--- config.mk ---
export PLATFORM = sky130hd
export DESIGN_NAME = point_in_polygon_test_unit_flat
export DESIGN_NICKNAME = d
export VERILOG_FILES = /design/src/rtl/pipt_pkg.sv /design/src/rtl/pipt_if.sv /design/src/rtl/point_in_polygon_test_unit.sv /design/src/flat_wrapper.sv
export SDC_FILE = /design/constraint.sdc
export NUM_CORES = 2
export LEC_CHECK = 0
export ABC_CLOCK_PERIOD_IN_PS = 14200
export BUFFER_PORTS_ARGS = -buffer_cell sky130_fd_sc_hd__buf_2
export CAP_MARGIN = 10
export CORE_MARGIN = 2
export CORE_UTILIZATION = 65
export DETAILED_ROUTE_END_ITERATION = 12
export PLACE_DENSITY = 0.82
export SYNTH_ARGS = -nofsm -noshare
export SYNTH_HDL_FRONTEND = slang
export SYNTH_SLANG_ARGS = --single-unit
export TNS_END_PERCENT = 50
--- constraint.sdc ---
create_clock -name clk -period 14.2 [get_ports clk]
set_input_delay 2.13 -clock clk [delete_from_list [all_inputs] [get_ports clk]]
set_output_delay 2.13 -clock clk [all_outputs]
set_load 0.02 [all_outputs]
--- src/rtl/pipt_pkg.sv ---
// Shared widths and item codes for the point-in-polygon test unit.
// Used by the channel interfaces and by the top level; depends on nothing.
package pipt_pkg;

    localparam int MODE_W  = 2;
    localparam int COORD_W = 16;
    localparam int TOTAL_W = 6;

    // Item codes carried in the mode field; the fourth code is unused.
    localparam logic [MODE_W-1:0] MODE_CLEAR  = 2'd0;
    localparam logic [MODE_W-1:0] MODE_APPEND = 2'd1;
    localparam logic [MODE_W-1:0] MODE_QUERY  = 2'd2;

endpackage

--- src/rtl/pipt_if.sv ---
// Valid/ready channel interfaces for the point-in-polygon test unit.
// Depends on pipt_pkg for field widths.
interface pipt_req_if;
    logic                                valid;
    logic                                ready;
    logic [pipt_pkg::MODE_W-1:0]         mode;
    logic signed [pipt_pkg::COORD_W-1:0] coord_x;
    logic signed [pipt_pkg::COORD_W-1:0] coord_y;
    logic signed [pipt_pkg::COORD_W-1:0] offset_x;
    logic signed [pipt_pkg::COORD_W-1:0] offset_y;

    modport source (output valid, mode, coord_x, coord_y, offset_x, offset_y, input ready);
    modport sink   (input valid, mode, coord_x, coord_y, offset_x, offset_y, output ready);
endinterface

interface pipt_rsp_if;
    logic                          valid;
    logic                          ready;
    logic                          inside_res;
    logic                          store_full;
    logic [pipt_pkg::TOTAL_W-1:0]  vertex_total;

    modport source (output valid, inside_res, store_full, vertex_total, input ready);
    modport sink   (input valid, inside_res, store_full, vertex_total, output ready);
endinterface

--- src/rtl/point_in_polygon_test_unit.sv ---
// Top level of the even-odd point-in-polygon test unit: vertex memory,
// scan sequencer and edge crossing pipeline. Depends on pipt_pkg and pipt_if.
//
//   channel | direction | fields
//   --------+-----------+--------------------------------------------------
//   req     | sink      | mode, coord_x, coord_y, offset_x, offset_y
//   rsp     | source    | inside_res, store_full, vertex_total
//
// Clear, append, the unused code and a query of an empty polygon give their
// result in the cycle after the request transfer. A query of a polygon with n
// vertices scans the store: the scan reads one vertex per cycle from the
// single read port of the vertex memory (n + 1 reads, the first vertex is read
// again to close the polygon), then the edge pipeline drains.
// Reset clears the vertex count and all control; the memory is not cleared.
// A new request is taken only when the block is idle and the result register
// is empty or being emptied in the same cycle, so a stalled rsp holds req off.
module point_in_polygon_test_unit #(
    parameter int MAX_VERTICES = 32
) (
    input  logic        clk,
    input  logic        rst_n,
    pipt_req_if.sink    req,
    pipt_rsp_if.source  rsp
);

    localparam int AW = (MAX_VERTICES > 1) ? $clog2(MAX_VERTICES) : 1;
    localparam int CW = $clog2(MAX_VERTICES + 1);
    localparam int CRD = pipt_pkg::COORD_W;
    localparam int VW = 2 * CRD;
    localparam int SW = CRD + 1;        // vertex plus offset
    localparam int DW = CRD + 2;        // differences of sums
    localparam int PW = 2 * DW;         // cross products

    typedef enum logic [1:0] {
        ST_IDLE,
        ST_SCAN,
        ST_DRAIN
    } state_t;

    state_t state_reg;

    // Control and result registers.
    logic [CW-1:0]              count_reg;
    logic [CW-1:0]              rd_idx_reg;
    logic                       inside_acc_reg;
    logic                       out_valid_reg;
    logic                       out_inside_reg;
    logic                       out_full_reg;
    logic [pipt_pkg::TOTAL_W-1:0] out_total_reg;

    // Query operands, held for the whole scan.
    logic signed [CRD-1:0] qx_reg;
    logic signed [CRD-1:0] qy_reg;
    logic signed [CRD-1:0] ox_reg;
    logic signed [CRD-1:0] oy_reg;

    // Vertex memory, x in the upper half of each word.
    logic [VW-1:0] vtx_mem [MAX_VERTICES];
    logic [VW-1:0] rdata_reg;

    logic          req_xfer;
    logic          rsp_xfer;
    logic          has_room;
    logic          wr_en;
    logic          rd_en;
    logic          rd_last;
    logic [AW-1:0] rd_addr;
    logic          pipe_busy;

    // Edge pipeline.
    logic                 s1_valid_reg;
    logic                 s1_first_reg;
    logic                 s2_valid_reg;
    logic                 s3_valid_reg;
    logic                 s4_valid_reg;
    logic signed [SW-1:0] prev_x_reg;
    logic signed [SW-1:0] prev_y_reg;
    logic signed [SW-1:0] cur_x_reg;
    logic signed [SW-1:0] cur_y_reg;
    logic signed [CRD-1:0] rd_x;
    logic signed [CRD-1:0] rd_y;

    logic signed [SW-1:0] qx_ext;
    logic signed [SW-1:0] qy_ext;
    logic signed [SW-1:0] ylo;
    logic signed [SW-1:0] yhi;
    logic signed [SW-1:0] xhi;
    logic                 in_band;
    logic signed [DW-1:0] dy_next;
    logic signed [DW-1:0] dxq_next;
    logic signed [DW-1:0] dyq_next;
    logic signed [DW-1:0] dbx_next;

    logic                 s3_band_reg;
    logic                 s3_vert_reg;
    logic                 s3_dypos_reg;
    logic signed [DW-1:0] s3_dy_reg;
    logic signed [DW-1:0] s3_dxq_reg;
    logic signed [DW-1:0] s3_dyq_reg;
    logic signed [DW-1:0] s3_dbx_reg;

    logic                 s4_band_reg;
    logic                 s4_vert_reg;
    logic                 s4_dypos_reg;
    logic signed [PW-1:0] s4_lhs_reg;
    logic signed [PW-1:0] s4_rhs_reg;
    logic                 s4_cross;

    assign req_xfer = req.valid && req.ready;
    assign rsp_xfer = rsp.valid && rsp.ready;

    assign req.ready        = (state_reg == ST_IDLE) && (!out_valid_reg || rsp.ready);
    assign rsp.valid        = out_valid_reg;
    assign rsp.inside_res   = out_inside_reg;
    assign rsp.store_full   = out_full_reg;
    assign rsp.vertex_total = out_total_reg;

    assign has_room = (count_reg < CW'(MAX_VERTICES));
    // Appends happen only while idle, so a write never meets a scan read.
    assign wr_en    = req_xfer && (req.mode == pipt_pkg::MODE_APPEND) && has_room;

    // The scan reads entries 0 to n-1 and then entry 0 again for the closing edge.
    assign rd_en     = (state_reg == ST_SCAN);
    assign rd_last   = (rd_idx_reg == count_reg);
    assign rd_addr   = rd_last ? '0 : rd_idx_reg[AW-1:0];
    assign pipe_busy = s1_valid_reg || s2_valid_reg || s3_valid_reg || s4_valid_reg;

    always_ff @(posedge clk)
    begin
        if (wr_en)
        begin
            vtx_mem[count_reg[AW-1:0]] <= {req.coord_x, req.coord_y};
        end
        if (rd_en)
        begin
            rdata_reg <= vtx_mem[rd_addr];
        end
    end

    // Sequencer, vertex count and result register.
    always_ff @(posedge clk or negedge rst_n)
    begin
        if (!rst_n)
        begin
            state_reg      <= ST_IDLE;
            count_reg      <= '0;
            rd_idx_reg     <= '0;
            inside_acc_reg <= 1'b0;
            out_valid_reg  <= 1'b0;
            out_inside_reg <= 1'b0;
            out_full_reg   <= 1'b0;
            out_total_reg  <= '0;
        end
        else
        begin
            // A request taken in the same cycle sets the result register itself.
            if (rsp_xfer && !req_xfer)
            begin
                out_valid_reg <= 1'b0;
            end
            if (s4_valid_reg && s4_cross)
            begin
                inside_acc_reg <= !inside_acc_reg;
            end
            case (state_reg)
                ST_IDLE:
                begin
                    if (req_xfer)
                    begin
                        out_inside_reg <= 1'b0;
                        case (req.mode)
                            pipt_pkg::MODE_CLEAR:
                            begin
                                count_reg     <= '0;
                                out_valid_reg <= 1'b1;
                                out_full_reg  <= 1'b0;
                                out_total_reg <= '0;
                            end
                            pipt_pkg::MODE_APPEND:
                            begin
                                out_valid_reg <= 1'b1;
                                out_full_reg  <= !has_room;
                                if (has_room)
                                begin
                                    count_reg     <= count_reg + 1'b1;
                                    out_total_reg <= pipt_pkg::TOTAL_W'(count_reg + 1'b1);
                                end
                                else
                                begin
                                    out_total_reg <= pipt_pkg::TOTAL_W'(count_reg);
                                end
                            end
                            pipt_pkg::MODE_QUERY:
                            begin
                                // An empty polygon answers outside at once.
                                if (count_reg != '0)
                                begin
                                    out_valid_reg  <= 1'b0;
                                    state_reg      <= ST_SCAN;
                                    rd_idx_reg     <= '0;
                                    inside_acc_reg <= 1'b0;
                                end
                                else
                                begin
                                    out_valid_reg <= 1'b1;
                                    out_full_reg  <= 1'b0;
                                    out_total_reg <= pipt_pkg::TOTAL_W'(count_reg);
                                end
                            end
                            default:
                            begin
                                // The unused code changes nothing.
                                out_valid_reg <= 1'b1;
                                out_full_reg  <= 1'b0;
                                out_total_reg <= pipt_pkg::TOTAL_W'(count_reg);
                            end
                        endcase
                    end
                end
                ST_SCAN:
                begin
                    rd_idx_reg <= rd_idx_reg + 1'b1;
                    if (rd_last)
                    begin
                        state_reg <= ST_DRAIN;
                    end
                end
                ST_DRAIN:
                begin
                    if (!pipe_busy)
                    begin
                        out_valid_reg  <= 1'b1;
                        out_inside_reg <= inside_acc_reg;
                        out_full_reg   <= 1'b0;
                        out_total_reg  <= pipt_pkg::TOTAL_W'(count_reg);
                        state_reg      <= ST_IDLE;
                    end
                end
                default:
                begin
                    state_reg <= ST_IDLE;
                end
            endcase
        end
    end

    always_ff @(posedge clk)
    begin
        if (req_xfer && (req.mode == pipt_pkg::MODE_QUERY))
        begin
            qx_reg <= req.coord_x;
            qy_reg <= req.coord_y;
            ox_reg <= req.offset_x;
            oy_reg <= req.offset_y;
        end
    end

    // Pipeline valid flags. The first read only primes the previous vertex.
    always_ff @(posedge clk or negedge rst_n)
    begin
        if (!rst_n)
        begin
            s1_valid_reg <= 1'b0;
            s1_first_reg <= 1'b0;
            s2_valid_reg <= 1'b0;
            s3_valid_reg <= 1'b0;
            s4_valid_reg <= 1'b0;
        end
        else
        begin
            s1_valid_reg <= rd_en;
            s1_first_reg <= rd_en && (rd_idx_reg == '0);
            s2_valid_reg <= s1_valid_reg && !s1_first_reg;
            s3_valid_reg <= s2_valid_reg;
            s4_valid_reg <= s3_valid_reg;
        end
    end

    assign rd_x = $signed(rdata_reg[VW-1:CRD]);
    assign rd_y = $signed(rdata_reg[CRD-1:0]);

    // Stage 2: band test on the edge from the previous to the current vertex,
    // plus the differences for the exact intersection compare.
    always_comb
    begin
        qx_ext   = {qx_reg[CRD-1], qx_reg};
        qy_ext   = {qy_reg[CRD-1], qy_reg};
        ylo      = (prev_y_reg < cur_y_reg) ? prev_y_reg : cur_y_reg;
        yhi      = (prev_y_reg < cur_y_reg) ? cur_y_reg : prev_y_reg;
        xhi      = (prev_x_reg < cur_x_reg) ? cur_x_reg : prev_x_reg;
        in_band  = (qy_ext > ylo) && (qy_ext <= yhi) && (qx_ext <= xhi);
        dy_next  = {cur_y_reg[SW-1], cur_y_reg} - {prev_y_reg[SW-1], prev_y_reg};
        dxq_next = {qx_ext[SW-1], qx_ext} - {prev_x_reg[SW-1], prev_x_reg};
        dyq_next = {qy_ext[SW-1], qy_ext} - {prev_y_reg[SW-1], prev_y_reg};
        dbx_next = {cur_x_reg[SW-1], cur_x_reg} - {prev_x_reg[SW-1], prev_x_reg};
    end

    // Within the band dy is never zero, so its sign bit alone gives dy > 0.
    assign s4_cross = s4_band_reg &&
                      (s4_vert_reg || (s4_dypos_reg ? (s4_lhs_reg <= s4_rhs_reg)
                                                    : (s4_lhs_reg >= s4_rhs_reg)));

    always_ff @(posedge clk)
    begin
        if (s1_valid_reg)
        begin
            prev_x_reg <= cur_x_reg;
            prev_y_reg <= cur_y_reg;
            cur_x_reg  <= {rd_x[CRD-1], rd_x} + {ox_reg[CRD-1], ox_reg};
            cur_y_reg  <= {rd_y[CRD-1], rd_y} + {oy_reg[CRD-1], oy_reg};
        end
        s3_band_reg  <= in_band;
        s3_vert_reg  <= (prev_x_reg == cur_x_reg);
        s3_dypos_reg <= !dy_next[DW-1];
        s3_dy_reg    <= dy_next;
        s3_dxq_reg   <= dxq_next;
        s3_dyq_reg   <= dyq_next;
        s3_dbx_reg   <= dbx_next;

        s4_band_reg  <= s3_band_reg;
        s4_vert_reg  <= s3_vert_reg;
        s4_dypos_reg <= s3_dypos_reg;
        s4_lhs_reg   <= s3_dxq_reg * s3_dy_reg;
        s4_rhs_reg   <= s3_dyq_reg * s3_dbx_reg;
    end

    // The vertex count never passes the store depth.
    a_count_bound: assert property (@(posedge clk) disable iff (!rst_n)
        count_reg <= CW'(MAX_VERTICES))
        else $error("vertex count above store depth");

    // The memory is written only while no scan is running.
    a_write_idle: assert property (@(posedge clk) disable iff (!rst_n)
        wr_en |-> (state_reg == ST_IDLE) && !pipe_busy)
        else $error("vertex write during a scan");

    // The edge pipeline is empty whenever the sequencer is idle.
    a_pipe_idle: assert property (@(posedge clk) disable iff (!rst_n)
        (state_reg == ST_IDLE) |-> !pipe_busy)
        else $error("edge pipeline busy while idle");

    // A query of an empty polygon answers outside in the next cycle.
    a_empty_query: assert property (@(posedge clk) disable iff (!rst_n)
        (req_xfer && (req.mode == pipt_pkg::MODE_QUERY) && (count_reg == '0))
        |=> rsp.valid && !rsp.inside_res)
        else $error("empty polygon query not answered outside");

    // A dropped append reports a full store.
    a_full_total: assert property (@(posedge clk) disable iff (!rst_n)
        (rsp.valid && rsp.store_full) |-> (count_reg == CW'(MAX_VERTICES)))
        else $error("store_full with room left");

endmodule
--- src/flat_wrapper.sv ---
// flat-port wrapper written by rule: the top's interface ports become plain ports
module point_in_polygon_test_unit_flat 
#(
    parameter int MAX_VERTICES = 32
)
  (clk, rst_n, req_valid, req_mode, req_coord_x, req_coord_y, req_offset_x, req_offset_y, req_ready, rsp_valid, rsp_inside_res, rsp_store_full, rsp_vertex_total, rsp_ready);
  pipt_req_if req_i ();
  pipt_rsp_if rsp_i ();
  input  logic clk;
  input  logic rst_n;
  input wire logic [$bits(req_i.valid)-1:0] req_valid;
  input wire logic [$bits(req_i.mode)-1:0] req_mode;
  input wire logic [$bits(req_i.coord_x)-1:0] req_coord_x;
  input wire logic [$bits(req_i.coord_y)-1:0] req_coord_y;
  input wire logic [$bits(req_i.offset_x)-1:0] req_offset_x;
  input wire logic [$bits(req_i.offset_y)-1:0] req_offset_y;
  output wire logic [$bits(req_i.ready)-1:0] req_ready;
  output wire logic [$bits(rsp_i.valid)-1:0] rsp_valid;
  output wire logic [$bits(rsp_i.inside_res)-1:0] rsp_inside_res;
  output wire logic [$bits(rsp_i.store_full)-1:0] rsp_store_full;
  output wire logic [$bits(rsp_i.vertex_total)-1:0] rsp_vertex_total;
  input wire logic [$bits(rsp_i.ready)-1:0] rsp_ready;
  assign req_i.valid = req_valid;
  assign req_i.mode = req_mode;
  assign req_i.coord_x = req_coord_x;
  assign req_i.coord_y = req_coord_y;
  assign req_i.offset_x = req_offset_x;
  assign req_i.offset_y = req_offset_y;
  assign req_ready = req_i.ready;
  assign rsp_valid = rsp_i.valid;
  assign rsp_inside_res = rsp_i.inside_res;
  assign rsp_store_full = rsp_i.store_full;
  assign rsp_vertex_total = rsp_i.vertex_total;
  assign rsp_i.ready = rsp_ready;
  point_in_polygon_test_unit #(.MAX_VERTICES(MAX_VERTICES)) u_core (.clk(clk), .rst_n(rst_n), .req(req_i), .rsp(rsp_i));
endmodule
==> metrics.cfg <==
[status]
status = finished clean

[timing]
rsz0062_at_grt = no
worst_pin_slew_ps = 1090
setup_viol = 0
final_hold_viol_count = 0
fin_crit_sh_pct = 52.3
fin_crit_ps = 7430
max_slew_margin_pct = 27.3
slew_violations = 0
fin_ws_ps = 6770
fmax_mhz = 135
fin_tns_setup_ps = 0
fin_worst_skew_ps = 63.0

[global_route]
grt_use_total_pct = 33.5
grt_pass1_vias = 55800
overflow = 0
grt_max_degree = 187
antenna_found_initial = 17
grt_pass1_wl_mm = 323

[synthesis]
syn_area_um2 = 81700
async_reset_ff_share_pct = 2.12
synth_cell_type_count = 71
synth_nets = 7991
synth_area_leaders = edfxtp_1 (44%), fa_1 (16%), ha_1 (5.8%)
synthTopCellsByCount = edfxtp_1 (1,188), inv_1 (901), fa_1 (664), nand2_1 (559), nor2_1 (552)
synth-edff-count = 1188
syn_avg_cell_area_um2 = 11.9
yosys.area.top_type_share_pct = 43.7
synth_flop_cell = edfxtp_1
ys_ff_latch = 1367
ys_seq_area_share_pct = 48.2
yosysTopAreaCell = edfxtp_1
syn-instance-count = 6877
ys_warn_count = 0
yosysMostFrequentCell = edfxtp_1

[cts]
cts_max_level = 4
hold_buffers = 0
cts_resized = 0
cts_sinks = 1367
cts-root-buf = clkbuf_16
clkTransAtPathRegs_ps = 70
cts_buffers = 139
cts_setup_buffers = 0
clk_latency_ps = 780
cts_tree = done
cts_buffer_depth = 3

[die]
io_pins = 80
die_h_um = 359
core_area_um2 = 125000
row_count = 130
dieArea_um2 = 129000
die_x_um = 359
start_util_pct = 65.2

[worst_setup_path]
startpoint_type = flop
required_ps = 14840
crit_path_end_kind = flop
cp_data_arrival_time_ps = 8070
worstRegToRegCells = 20
cp_max_fo = 18
crit_type = flop to flop

[run]
max-cap-violations = 0

[routing]
viasPerCell = 6.31
dr.pass1.iters = 6
drtIter0Drc = 6494
wl_mm = 212
vias = 54200
avgRoutedWirePerCell_um = 24.6
drcViolationCount = 0
drtAntennaViolNets = 0

[placed_design]
port_buffers = 79
dpl.hpwl_mm = 138
pre_cts_ws_ps = 6900
place_congestion = 0.951

[layout]
layout.nets = 7946
fill_cells = 8189
seq_area_um2 = 39400
multi_input_area_um2 = 38000
largest_reg_flops = 1024
final_layout_size_suffix_gt1_share_pct = 6.54
area_growth_pct = 8.30

[min_path]
hp-class = flop to flop
holdPathStages = 0

## kinds of logic (layout without fill, tap and decap cells)
family	count (synthesis)	count (layout)	share of synthesized area, %
adder cells (fa/ha/maj)	1044	1044	22.1
AND/OR/NAND/NOR	1809	1809	10.4
buffers and inverters	1229	1297	5.69
XOR/XNOR	158	158	1.69
multiplexers	214	214	3.12
other	0	4	0
flip-flops	1367	1367	48.2
AO/OA/AOI/OAI	1056	1056	8.81
## worst max-delay path, stage by stage, from the launching register on
cell and delay (ps):
dfxtp_1 870, nand2_1 190, fa_1 550, fa_1 460
fa_1 550, inv_1 60, fa_1 440, fa_1 520
inv_1 50, fa_1 490, inv_1 40, ha_1 340
a21o_1 200, a21o_1 190, a21oi_1 130, o21ai_0 230
a2111oi_0 620, a211oi_1 210, o221ai_1 400, or4b_2 620
o311ai_0 130
## worst paths after layout
check | slack, ps | start | to
worst max-delay path | 6770 | u_core.s3_dyq_reg[10] | u_core.s4_rhs_reg[32]
worst min-delay path | 320 | u_core.s3_band_reg | u_core.s4_band_reg
worst max register to register | 6770 | u_core.s3_dyq_reg[10] | u_core.s4_rhs_reg[32]
worst min register to register | 320 | u_core.s3_band_reg | u_core.s4_band_reg
max in group asynchronous | 12280 | rst_n | u_core.rd_idx_reg[0]
min in group asynchronous | 1400 | rst_n | u_core.rd_idx_reg[5]
## per-layer routing
metal  GRT usage, %  routed length (µm)
met4           17.1               11400
met2           56.0              104000
met5              0                 123
met1           41.8               75100
met3           6.68               20800
## through the flow
stage / cell area, µm² / instances / hold WS, ps / util (%)
2_1_floorplan: 81700 / 6877 / 310 / -
3_3_place_gp: 83700 / 8341 / 312 / 66.9
3_5_place_dp: 83700 / 8341 / 315 / 66.9
4_1_cts: 88500 / 8595 / 314 / 70.6
5_1_grt: 88500 / 8595 / 326 / 70.6
6_report: 88500 / 8599 / 320 / 70.6
## cell usage in the layout (no fill, tap or decap), types with 141 or more instances in the layout
cell type	count
edfxtp_1	1188
and2_1	386
mux2i_1	178
dfxtp_1	150
ha_1	380
nor2_1	520
o211ai_1	141
inv_1	899
nand2_1	555
a21oi_1	262
a211oi_1	206
fa_1	664
clkbuf_16	142
## cell type report
| type | instances | area share [%] |
|---|---|---|
| antenna | 4 | 0.0113 |
| tap | 1650 | 2.33 |
| clock buffer | 172 | 4.16 |
| inverter | 901 | 3.83 |
| sequential | 1367 | 44.5 |
| timing repair buffer | 142 | 1.02 |
| multi-input combinational | 4281 | 42.9 |
| clock inverter | 82 | 1.18 |
Power is left out: the tool's default activity adds up to more than one toggle a clock period on the data nets, which glitch-free logic cannot reach.
